$ cat src/stt_pkg.sv
// Shared types, field widths, request and register codes for the timer table.
package stt_pkg;

	// Fixed field widths of the request and event channels
	localparam int REQ_W      = 2;
	localparam int LEVEL_W    = 2;
	localparam int SLOT_W     = 3;
	localparam int EVT_SLOT_W = 2;

	// Configuration layout: three levels have registers, one byte per slot
	localparam int CFG_LEVELS  = 3;
	localparam int FIELD_W     = 8;
	localparam int MASK_W      = 12;
	localparam int MASK_STRIDE = 4;

	// APB port
	localparam int DATA_W    = 32;
	localparam int REG_COUNT = 8;
	localparam int REG_IDX_W = $clog2(REG_COUNT);
	localparam int ADDR_W    = REG_IDX_W + 2;

	// Default shape of the table
	localparam int NUM_LEVELS_DEF       = 3;
	localparam int TIMERS_PER_LEVEL_DEF = 4;
	localparam int COUNT_WIDTH_DEF      = 8;

	// Request codes
	localparam logic [REQ_W-1:0] REQ_TICK  = 2'd0;
	localparam logic [REQ_W-1:0] REQ_START = 2'd1;
	localparam logic [REQ_W-1:0] REQ_STOP  = 2'd2;
	localparam logic [REQ_W-1:0] REQ_INIT  = 2'd3;

	// Register indexes
	localparam logic [REG_IDX_W-1:0] REG_PERIODS0 = 3'd0;
	localparam logic [REG_IDX_W-1:0] REG_PERIODS1 = 3'd1;
	localparam logic [REG_IDX_W-1:0] REG_PERIODS2 = 3'd2;
	localparam logic [REG_IDX_W-1:0] REG_DELAYS0  = 3'd3;
	localparam logic [REG_IDX_W-1:0] REG_DELAYS1  = 3'd4;
	localparam logic [REG_IDX_W-1:0] REG_DELAYS2  = 3'd5;
	localparam logic [REG_IDX_W-1:0] REG_CYCLIC   = 3'd6;
	localparam logic [REG_IDX_W-1:0] REG_START_EN = 3'd7;

	// Register reset values
	localparam logic [DATA_W-1:0] PERIODS0_RST = 32'd1681000965;
	localparam logic [DATA_W-1:0] PERIODS1_RST = 32'd1679034885;
	localparam logic [DATA_W-1:0] PERIODS2_RST = 32'd1679034881;
	localparam logic [DATA_W-1:0] DELAYS0_RST  = 32'd555090944;
	localparam logic [DATA_W-1:0] DELAYS1_RST  = 32'd386598914;
	localparam logic [DATA_W-1:0] DELAYS2_RST  = 32'd0;
	localparam logic [MASK_W-1:0] CYCLIC_RST   = 12'd4095;
	localparam logic [MASK_W-1:0] START_EN_RST = 12'd511;

	// Command handed from cell to cell along the chain
	typedef struct packed {
		logic               valid;
		logic [REQ_W-1:0]   req_type;
		logic [LEVEL_W-1:0] level;
		logic [SLOT_W-1:0]  slot;
	} stt_cmd_t;

endpackage

$ cat src/stt_intf.sv
// Request and event channel interfaces of the timer table.
interface stt_req_if import stt_pkg::*; ();
	logic               valid;
	logic               ready;
	logic [REQ_W-1:0]   req_type;
	logic [LEVEL_W-1:0] level;
	logic [SLOT_W-1:0]  slot;

	modport source (output valid, output req_type, output level, output slot, input ready);
	modport sink (input valid, input req_type, input level, input slot, output ready);
endinterface

interface stt_evt_if import stt_pkg::*; ();
	logic                  valid;
	logic                  ready;
	logic [LEVEL_W-1:0]    event_level;
	logic [EVT_SLOT_W-1:0] event_slot;
	logic                  last;

	modport source (output valid, output event_level, output event_slot, output last,
		input ready);
	modport sink (input valid, input event_level, input event_slot, input last,
		output ready);
endinterface

$ cat src/stt_cell.sv
// One timer slot across all levels: counts, enables and a chain stage.
module stt_cell import stt_pkg::*; #(
	parameter int NUM_LEVELS  = NUM_LEVELS_DEF,
	parameter int COUNT_WIDTH = COUNT_WIDTH_DEF,
	parameter int CELL_SLOT   = 0
) (
	input  logic                                  clk,
	input  logic                                  arst_n,
	input  logic                                  adv,
	input  stt_cmd_t                              cmd_in,
	input  logic [NUM_LEVELS-1:0][COUNT_WIDTH-1:0] period,
	input  logic [NUM_LEVELS-1:0][COUNT_WIDTH-1:0] delay,
	input  logic [NUM_LEVELS-1:0]                 cyclic,
	input  logic [NUM_LEVELS-1:0]                 start_en,
	output stt_cmd_t                              cmd_out,
	output logic                                  expire
);

	logic [NUM_LEVELS-1:0][COUNT_WIDTH-1:0] count_q;
	logic [NUM_LEVELS-1:0]                  en_q;
	stt_cmd_t                               cmd_q;
	logic [NUM_LEVELS-1:0]                  lvl_sel;
	logic [NUM_LEVELS-1:0]                  hit;
	logic                                   act;
	logic                                   slot_sel;

	assign act      = cmd_in.valid && adv;
	assign slot_sel = cmd_in.slot == SLOT_W'(CELL_SLOT);

	// Level match and "count reaches zero on this tick" per level
	always_comb begin
		for (int l = 0; l < NUM_LEVELS; l++) begin
			lvl_sel[l] = cmd_in.level == LEVEL_W'(l);
			hit[l]     = count_q[l] <= COUNT_WIDTH'(1);
		end
	end

	assign expire = cmd_in.valid && (cmd_in.req_type == REQ_TICK) && |(lvl_sel & en_q & hit);

	// Timer state update as the command passes this cell
	always_ff @(posedge clk or negedge arst_n) begin
		if (!arst_n) begin
			count_q <= '0;
			en_q    <= '0;
		end else if (act) begin
			for (int l = 0; l < NUM_LEVELS; l++) begin
				unique case (cmd_in.req_type)
					REQ_INIT: begin
						count_q[l] <= delay[l];
						en_q[l]    <= start_en[l];
					end
					REQ_START: begin
						if (lvl_sel[l] && slot_sel) begin
							count_q[l] <= delay[l];
							en_q[l]    <= 1'b1;
						end
					end
					REQ_STOP: begin
						if (lvl_sel[l] && slot_sel) begin
							count_q[l] <= '0;
							en_q[l]    <= 1'b0;
						end
					end
					REQ_TICK: begin
						if (lvl_sel[l] && en_q[l]) begin
							if (hit[l]) begin
								if (cyclic[l]) begin
									count_q[l] <= period[l];
								end else begin
									count_q[l] <= '0;
									en_q[l]    <= 1'b0;
								end
							end else begin
								count_q[l] <= count_q[l] - COUNT_WIDTH'(1);
							end
						end
					end
					default: begin
						count_q[l] <= count_q[l];
					end
				endcase
			end
		end
	end

	// Chain stage toward the next cell
	always_ff @(posedge clk or negedge arst_n) begin
		if (!arst_n) begin
			cmd_q <= '0;
		end else if (adv) begin
			cmd_q <= cmd_in;
		end
	end

	assign cmd_out = cmd_q;

endmodule

$ cat src/software_timer_table_unit.sv
// Timer table top level: APB registers, cell chain and event output.
//
//  channel | direction | handshake     | payload
//  req     | in        | valid/ready   | req_type, level, slot
//  evt     | out       | valid/ready   | event_level, event_slot, last
//  apb     | in        | psel/penable  | paddr, pwdata (prdata on read)
//
// A request walks the cell chain one slot per cycle while the event register
// is not stalled, passing each cell in turn and then the
// final stage that flushes the tick's last event. The chain halts while the
// event register holds an untaken transfer. Reset clears all counts and
// enables and restores register defaults at once; no clearing pass.
module software_timer_table_unit import stt_pkg::*; #(
	parameter int NUM_LEVELS       = NUM_LEVELS_DEF,
	parameter int TIMERS_PER_LEVEL = TIMERS_PER_LEVEL_DEF,
	parameter int COUNT_WIDTH      = COUNT_WIDTH_DEF
) (
	input  logic              clk,
	input  logic              arst_n,
	input  logic              psel,
	input  logic              penable,
	input  logic              pwrite,
	input  logic [ADDR_W-1:0] paddr,
	input  logic [DATA_W-1:0] pwdata,
	output logic [DATA_W-1:0] prdata,
	output logic              pready,
	stt_req_if.sink           req,
	stt_evt_if.source         evt
);

	localparam int TPL = TIMERS_PER_LEVEL;

	// Configuration registers
	logic [CFG_LEVELS-1:0][DATA_W-1:0] periods_q;
	logic [CFG_LEVELS-1:0][DATA_W-1:0] delays_q;
	logic [MASK_W-1:0]                 cyclic_q;
	logic [MASK_W-1:0]                 start_en_q;
	logic [REG_IDX_W-1:0]              reg_idx;
	logic                              reg_wr;

	assign pready  = 1'b1;
	assign reg_idx = paddr[ADDR_W-1:2];
	assign reg_wr  = psel && penable && pwrite;

	always_ff @(posedge clk or negedge arst_n) begin
		if (!arst_n) begin
			periods_q[0] <= PERIODS0_RST;
			periods_q[1] <= PERIODS1_RST;
			periods_q[2] <= PERIODS2_RST;
			delays_q[0]  <= DELAYS0_RST;
			delays_q[1]  <= DELAYS1_RST;
			delays_q[2]  <= DELAYS2_RST;
			cyclic_q     <= CYCLIC_RST;
			start_en_q   <= START_EN_RST;
		end else if (reg_wr) begin
			unique case (reg_idx)
				REG_PERIODS0: periods_q[0] <= pwdata;
				REG_PERIODS1: periods_q[1] <= pwdata;
				REG_PERIODS2: periods_q[2] <= pwdata;
				REG_DELAYS0:  delays_q[0]  <= pwdata;
				REG_DELAYS1:  delays_q[1]  <= pwdata;
				REG_DELAYS2:  delays_q[2]  <= pwdata;
				REG_CYCLIC:   cyclic_q     <= pwdata[MASK_W-1:0];
				REG_START_EN: start_en_q   <= pwdata[MASK_W-1:0];
				default:      cyclic_q     <= cyclic_q;
			endcase
		end
	end

	// Register readback
	always_comb begin
		unique case (reg_idx)
			REG_PERIODS0: prdata = periods_q[0];
			REG_PERIODS1: prdata = periods_q[1];
			REG_PERIODS2: prdata = periods_q[2];
			REG_DELAYS0:  prdata = delays_q[0];
			REG_DELAYS1:  prdata = delays_q[1];
			REG_DELAYS2:  prdata = delays_q[2];
			REG_CYCLIC:   prdata = DATA_W'(cyclic_q);
			REG_START_EN: prdata = DATA_W'(start_en_q);
			default:      prdata = '0;
		endcase
	end

	// Per-cell views of the configuration; levels without registers read zero
	logic [TPL-1:0][NUM_LEVELS-1:0][COUNT_WIDTH-1:0] cell_period;
	logic [TPL-1:0][NUM_LEVELS-1:0][COUNT_WIDTH-1:0] cell_delay;
	logic [TPL-1:0][NUM_LEVELS-1:0]                  cell_cyclic;
	logic [TPL-1:0][NUM_LEVELS-1:0]                  cell_start_en;

	for (genvar s = 0; s < TPL; s++) begin : g_cfg_slot
		for (genvar l = 0; l < NUM_LEVELS; l++) begin : g_cfg_level
			if (l < CFG_LEVELS) begin : g_reg
				assign cell_period[s][l]   = COUNT_WIDTH'(periods_q[l][s*FIELD_W +: FIELD_W]);
				assign cell_delay[s][l]    = COUNT_WIDTH'(delays_q[l][s*FIELD_W +: FIELD_W]);
				assign cell_cyclic[s][l]   = cyclic_q[l*MASK_STRIDE + s];
				assign cell_start_en[s][l] = start_en_q[l*MASK_STRIDE + s];
			end else begin : g_noreg
				assign cell_period[s][l]   = '0;
				assign cell_delay[s][l]    = '0;
				assign cell_cyclic[s][l]   = 1'b0;
				assign cell_start_en[s][l] = 1'b0;
			end
		end
	end

	// Flow control: chain moves only when the event register can take a transfer
	logic     adv;
	logic     busy_q;
	logic     accept;
	logic     done;
	stt_cmd_t chain_in  [TPL];
	stt_cmd_t chain_out [TPL];
	logic [TPL-1:0] expire;

	logic                  out_v_q;
	logic [LEVEL_W-1:0]    out_level_q;
	logic [EVT_SLOT_W-1:0] out_slot_q;
	logic                  out_last_q;

	assign adv       = !out_v_q || evt.ready;
	assign req.ready = !busy_q && adv;
	assign accept    = req.valid && req.ready;
	assign done      = chain_out[TPL-1].valid;

	assign chain_in[0] = '{valid: accept, req_type: req.req_type, level: req.level,
		slot: req.slot};

	// Row of cells, one per slot
	for (genvar s = 0; s < TPL; s++) begin : g_cell
		if (s > 0) begin : g_link
			assign chain_in[s] = chain_out[s-1];
		end
		stt_cell #(
			.NUM_LEVELS (NUM_LEVELS),
			.COUNT_WIDTH(COUNT_WIDTH),
			.CELL_SLOT  (s)
		) u_cell (
			.clk     (clk),
			.arst_n  (arst_n),
			.adv     (adv),
			.cmd_in  (chain_in[s]),
			.period  (cell_period[s]),
			.delay   (cell_delay[s]),
			.cyclic  (cell_cyclic[s]),
			.start_en(cell_start_en[s]),
			.cmd_out (chain_out[s]),
			.expire  (expire[s])
		);
	end

	// Slot of the expiring cell (at most one cell is active)
	logic                  exp_any;
	logic [EVT_SLOT_W-1:0] exp_slot;

	assign exp_any = |expire;

	always_comb begin
		exp_slot = '0;
		for (int s = 0; s < TPL; s++) begin
			if (expire[s]) begin
				exp_slot = EVT_SLOT_W'(s);
			end
		end
	end

	// Busy from acceptance until the command leaves the last cell
	logic [LEVEL_W-1:0] cur_level_q;

	always_ff @(posedge clk or negedge arst_n) begin
		if (!arst_n) begin
			busy_q <= 1'b0;
		end else if (adv && done) begin
			busy_q <= 1'b0;
		end else if (accept) begin
			busy_q <= 1'b1;
		end
	end

	always_ff @(posedge clk) begin
		if (accept) begin
			cur_level_q <= req.level;
		end
	end

	// One event held back until we know whether another follows
	logic                  pend_v_q;
	logic [EVT_SLOT_W-1:0] pend_slot_q;
	logic                  push;
	logic                  push_last;

	assign push      = adv && pend_v_q && (exp_any || done);
	assign push_last = !exp_any;

	always_ff @(posedge clk or negedge arst_n) begin
		if (!arst_n) begin
			pend_v_q <= 1'b0;
		end else if (adv) begin
			if (exp_any) begin
				pend_v_q <= 1'b1;
			end else if (done) begin
				pend_v_q <= 1'b0;
			end
		end
	end

	always_ff @(posedge clk) begin
		if (adv && exp_any) begin
			pend_slot_q <= exp_slot;
		end
	end

	// Event output register
	always_ff @(posedge clk or negedge arst_n) begin
		if (!arst_n) begin
			out_v_q <= 1'b0;
		end else if (adv) begin
			out_v_q <= push;
		end
	end

	always_ff @(posedge clk) begin
		if (push) begin
			out_level_q <= cur_level_q;
			out_slot_q  <= pend_slot_q;
			out_last_q  <= push_last;
		end
	end

	assign evt.valid       = out_v_q;
	assign evt.event_level = out_level_q;
	assign evt.event_slot  = out_slot_q;
	assign evt.last        = out_last_q;

endmodule
$ cat src/flat_wrapper.sv
// flat-port wrapper written by rule: the top's interface ports become plain ports
module software_timer_table_unit_flat import stt_pkg::*;
#(
	parameter int NUM_LEVELS       = NUM_LEVELS_DEF,
	parameter int TIMERS_PER_LEVEL = TIMERS_PER_LEVEL_DEF,
	parameter int COUNT_WIDTH      = COUNT_WIDTH_DEF
)
  (clk, arst_n, psel, penable, pwrite, paddr, pwdata, prdata, pready, req_valid, req_req_type, req_level, req_slot, req_ready, evt_valid, evt_event_level, evt_event_slot, evt_last, evt_ready);
  stt_req_if req_i ();
  stt_evt_if evt_i ();
  input  logic clk;
  input  logic arst_n;
  input  logic psel;
  input  logic penable;
  input  logic pwrite;
  input  logic [ADDR_W-1:0] paddr;
  input  logic [DATA_W-1:0] pwdata;
  output logic [DATA_W-1:0] prdata;
  output logic pready;
  input wire logic [$bits(req_i.valid)-1:0] req_valid;
  input wire logic [$bits(req_i.req_type)-1:0] req_req_type;
  input wire logic [$bits(req_i.level)-1:0] req_level;
  input wire logic [$bits(req_i.slot)-1:0] req_slot;
  output wire logic [$bits(req_i.ready)-1:0] req_ready;
  output wire logic [$bits(evt_i.valid)-1:0] evt_valid;
  output wire logic [$bits(evt_i.event_level)-1:0] evt_event_level;
  output wire logic [$bits(evt_i.event_slot)-1:0] evt_event_slot;
  output wire logic [$bits(evt_i.last)-1:0] evt_last;
  input wire logic [$bits(evt_i.ready)-1:0] evt_ready;
  assign req_i.valid = req_valid;
  assign req_i.req_type = req_req_type;
  assign req_i.level = req_level;
  assign req_i.slot = req_slot;
  assign req_ready = req_i.ready;
  assign evt_valid = evt_i.valid;
  assign evt_event_level = evt_i.event_level;
  assign evt_event_slot = evt_i.event_slot;
  assign evt_last = evt_i.last;
  assign evt_i.ready = evt_ready;
  software_timer_table_unit #(.NUM_LEVELS(NUM_LEVELS), .TIMERS_PER_LEVEL(TIMERS_PER_LEVEL), .COUNT_WIDTH(COUNT_WIDTH)) u_core (.clk(clk), .arst_n(arst_n), .psel(psel), .penable(penable), .pwrite(pwrite), .paddr(paddr), .pwdata(pwdata), .prdata(prdata), .pready(pready), .req(req_i), .evt(evt_i));
endmodule
$ cat config.mk
export PLATFORM = sky130hd
export DESIGN_NAME = software_timer_table_unit_flat
export DESIGN_NICKNAME = d
export VERILOG_FILES = /design/src/stt_pkg.sv /design/src/stt_intf.sv /design/src/stt_cell.sv /design/src/software_timer_table_unit.sv /design/src/flat_wrapper.sv
export SDC_FILE = /design/constraint.sdc
export NUM_CORES = 1
export LEC_CHECK = 0
export BUFFER_PORTS_ARGS = -buffer_cell sky130_fd_sc_hd__buf_4
export CORE_MARGIN = 10
export CORE_UTILIZATION = 50
export CTS_BUF_LIST = sky130_fd_sc_hd__clkbuf_8 sky130_fd_sc_hd__clkbuf_16
export CTS_CLUSTER_DIAMETER = 100
export DETAILED_ROUTE_END_ITERATION = 12
export HOLD_SLACK_MARGIN = 0.1
export PLACE_DENSITY = 0.67
export SETUP_SLACK_MARGIN = 0.2
export SLEW_MARGIN = 20
export SYNTH_ARGS = -nofsm -noshare
export SYNTH_HDL_FRONTEND = slang
export SYNTH_SLANG_ARGS = --single-unit
$ cat constraint.sdc
create_clock -name clk -period 3.1 [get_ports clk]
set_input_delay 0.62 -clock clk [delete_from_list [all_inputs] [get_ports clk]]
set_output_delay 0.62 -clock clk [all_outputs]
set_load 0.01 [all_outputs]
==> flow_summary.json <==
{
  "synth_edf_count": 9,
  "rrSetupSlack_ps": 390,
  "cp-start-kind": "input pin",
  "die_h_um": 216.3,
  "fin_nets": 2129,
  "post_cts_buffers": 0,
  "hp-class": "in -> reg",
  "setup_tns_ps": 0,
  "ys.warnings.count": 0,
  "worstHoldStart": "req_slot[2]",
  "hold_viol": 0,
  "wl_per_cell_um": 21.73,
  "status": "finished, final reports clean",
  "grt_first_pass_wirelength_um": 89350,
  "cts_made_buffers": 41,
  "vdd_drop_max_v": 0.0004988,
  "clk_pin_slew_ps": 50,
  "synth.distinct_cells": 69,
  "maxCapViolations": 0,
  "tightest_slew_ps": 909.9,
  "design.core.area_sq_um": 37840,
  "antenna_found_initial": 0,
  "period_minus_slack_ps": 2930,
  "fin_skew_ps": 21.53,
  "rsz0062_at_grt": "yes",
  "min_period_over_period": 0.9452,
  "syn-cell-area_sq_um": 19270,
  "async_flop_share": 0.9751,
  "drive_above_1_share": 0.2544,
  "placed_area_sq_um": 20830,
  "synth_top_area_share": 0.3753,
  "setup_viol_count_final": 0,
  "syn-num-nets": 2026,
  "slew_viol_final": 0,
  "cp_max_fo": 10,
  "ys_seq_area_frac": 0.4753,
  "synth_seq_cells": 361,
  "antenna_cells": 0,
  "num_vias": 15950,
  "grt_util_all_layers": 0.2379,
  "overflow": 0,
  "clock_latency_ps": 560,
  "syn_area_per_cell_sq_um": 9.876,
  "worstPathArrival_ps": 2310,
  "maxSlewHeadroom": 0.3893,
  "cp.required_ps": 2480,
  "cts.sinks": 361,
  "routabilityCongestion": 0.9099,
  "syn_inst": 1951,
  "holdWs_ps": 276.6,
  "drcViolationCount": 0,
  "htree_levels": 2,
  "cts_tree": "done",
  "leakage_nw": 9.671,
  "initial_core_util": 0.5091,
  "reg2regPathDepth": 6,
  "end_kind": "primary output",
  "io_buffers": 87,
  "cts_buffer_depth": 3,
  "hpwl_um": 39350,
  "area_delta_synth_final_pct": 15.31,
  "r2r-end": "u_core.evt.last",
  "power.density_nw_per_um2": 810.4,
  "worstHoldEndpoint": "u_core.g_cell[0].u_cell.cmd_out[2]",
  "io_pins": 91,
  "stdcell_area_sq_um": 22220,
  "r2r_start": "u_core.g_cell[1].u_cell.count_q[12]",
  "dr.pass1.iters": 5,
  "path_class": "in -> out",
  "fmax_mhz": 341.3,
  "dr.first_iter.drc_count": 1364,
  "synth-main-ff-cell": "dfrtp_1",
  "netlist_top_cells_area": "dfrtp_1 (38%), mux2_2 (12%), dfstp_2 (8.6%), a21oi_1 (4.2%), o21ai_0 (4.0%)",
  "die_x_um": 216.3,
  "grt_max_degree": 78,
  "ant_nets": 0,
  "grt_pass1_vias": 15750,
  "via_per_inst": 6.140,
  "cts_root_buffer": "clkbuf_16",
  "holdPathStages": 3,
  "core.rowCount": 71,
  "wl_um": 56450,
  "dieArea_sq_um": 46790,
  "post-synth-top-area-cell": "dfrtp_1"
}
registers in the layout, summed over array words and instances (netlist names):
name,count
u_core.g_cell.u_cell.en_q,12
u_core.cell_period,96
u_core.busy_q,1
u_core.evt.event_level,2
u_core.cell_delay,96
u_core.cur_level_q,2
u_core.pend_v_q,1
u_core.start_en_q,12
u_core.evt.valid,1
u_core.evt.event_slot,2
u_core.pend_slot_q,2
u_core.g_cell.u_cell.cmd_out,25
u_core.cyclic_q,12
u_core.evt.last,1
u_core.g_cell.u_cell.count_q,96
cells by family (layout without fill, tap and decap cells):
group | after synthesis | count (layout) | synth area share
adders and majority gates | 24 | 24 | 0.01559
other | 1 | 1 | 0.0001946
xor gates and xnor gates | 44 | 44 | 0.02000
AOI/OAI and AO/OA | 569 | 569 | 0.1817
buffers and inverters | 166 | 302 | 0.03370
muxes | 263 | 263 | 0.1524
and+or+nand+nor | 523 | 523 | 0.1211
DFF | 361 | 361 | 0.4753
worst max path at each step:
stage,cells after the start,start,endpoint,slack (ps)
floorplan,6,paddr[3],prdata[15],270
global placement,7,paddr[3],prdata[7],210
detailed placement,8,paddr[3],prdata[11],220
CTS,7,paddr[3],prdata[7],220
global route,8,paddr[3],prdata[11],190
finish,8,paddr[3],prdata[11],170
routing by layer:
metal	vias up	wire, um	global-route usage
met3	116	3886	0.04610
met4	0	1664	0.08087
met5	-	0	0
met2	604	26170	0.3765
li1	7289	-	-
met1	7944	24730	0.3212
placed cells by master, fill, tap and decap left out, types with 20 or more instances in the layout:
master,netlist,final
dfstp_2,63,63
a211oi_1,53,50
clkbuf_16,0,43
a21oi_1,162,162
nand2_1,180,180
dfrtp_1,289,289
a22oi_1,22,22
mux2_2,213,213
o21ai_0,153,153
nor2_1,188,184
xnor2_1,34,34
o22ai_1,26,26
nor2b_1,24,23
ha_1,24,24
mux2i_1,47,47
nor3_1,51,47
inv_1,62,77
buf_4,2,155
nand3_1,20,20
synthesized netlist by cell type (8+ instances only):
cell / count
dfrtp_1: 289
nand4_1: 8
dfstp_2: 63
nor3_1: 51
nand3_1: 20
o21a_1: 11
buf_2: 9
nor2_1: 188
nor4_1: 8
clkbuf_1: 78
nand2_1: 180
edfxtp_1: 9
o22ai_1: 26
a31oi_1: 16
xor2_1: 10
a221oi_1: 16
o21ai_0: 153
mux2i_1: 47
nand2b_1: 8
o21ai_1: 10
a21boi_0: 8
a21o_1: 14
xnor2_1: 34
o31ai_1: 16
a21oi_1: 162
nor2b_1: 24
a211oi_1: 53
a22oi_1: 22
buf_1: 13
mux2_2: 213
ha_1: 24
inv_1: 62
o211ai_1: 10
nor3b_1: 8
report_power, final:
group          internal (mW)  total, mW  switching [mW]
clock network           2.92       4.89            1.97
registers               6.08       7.51            1.43
logic                   2.59       5.60            3.01
final cells by class:
cell class	count	area, sq um
inverters	63	236.5
clock inverters	26	190.2
well taps	511	639.4
fillers	3274	15630
flip-flops and latches	361	9158
repair buffers	163	1300
multi-input cells	1424	9520
clock buffers	50	1172
stage by stage:
| stage | cells | setup WS, ps | util | power, mW |
|---|---|---|---|---|
| finish | 2598 | 169.9 | 0.5871 | 18.00 |
| global route | 2598 | 190.1 | 0.5871 | 19.15 |
| CTS | 2598 | 216.6 | 0.5868 | 18.04 |
| detailed placement | 2521 | 224.9 | 0.5505 | 13.07 |
| global placement | 2521 | 205.6 | 0.5505 | 12.83 |
| floorplan | 1951 | 271.2 | - | 11.26 |
timing repair:
| item | in CTS | in global routing |
|---|---|---|
| hold endpoints to repair | 34 | 0 |
| hold buffers | 1 | 0 |
| gates resized for setup | 0 | 4 |
| setup endpoints to repair | 0 | 5 |
critical path, stage by stage:
cell,delay (ps)
buf_4,170
clkinv_1,410
nor2_2,390
nand2_1,100
o21ai_0,120
a21oi_1,110
nor2_1,210
buf_4,170
Note: power is estimated with default switching activity, not from simulation.
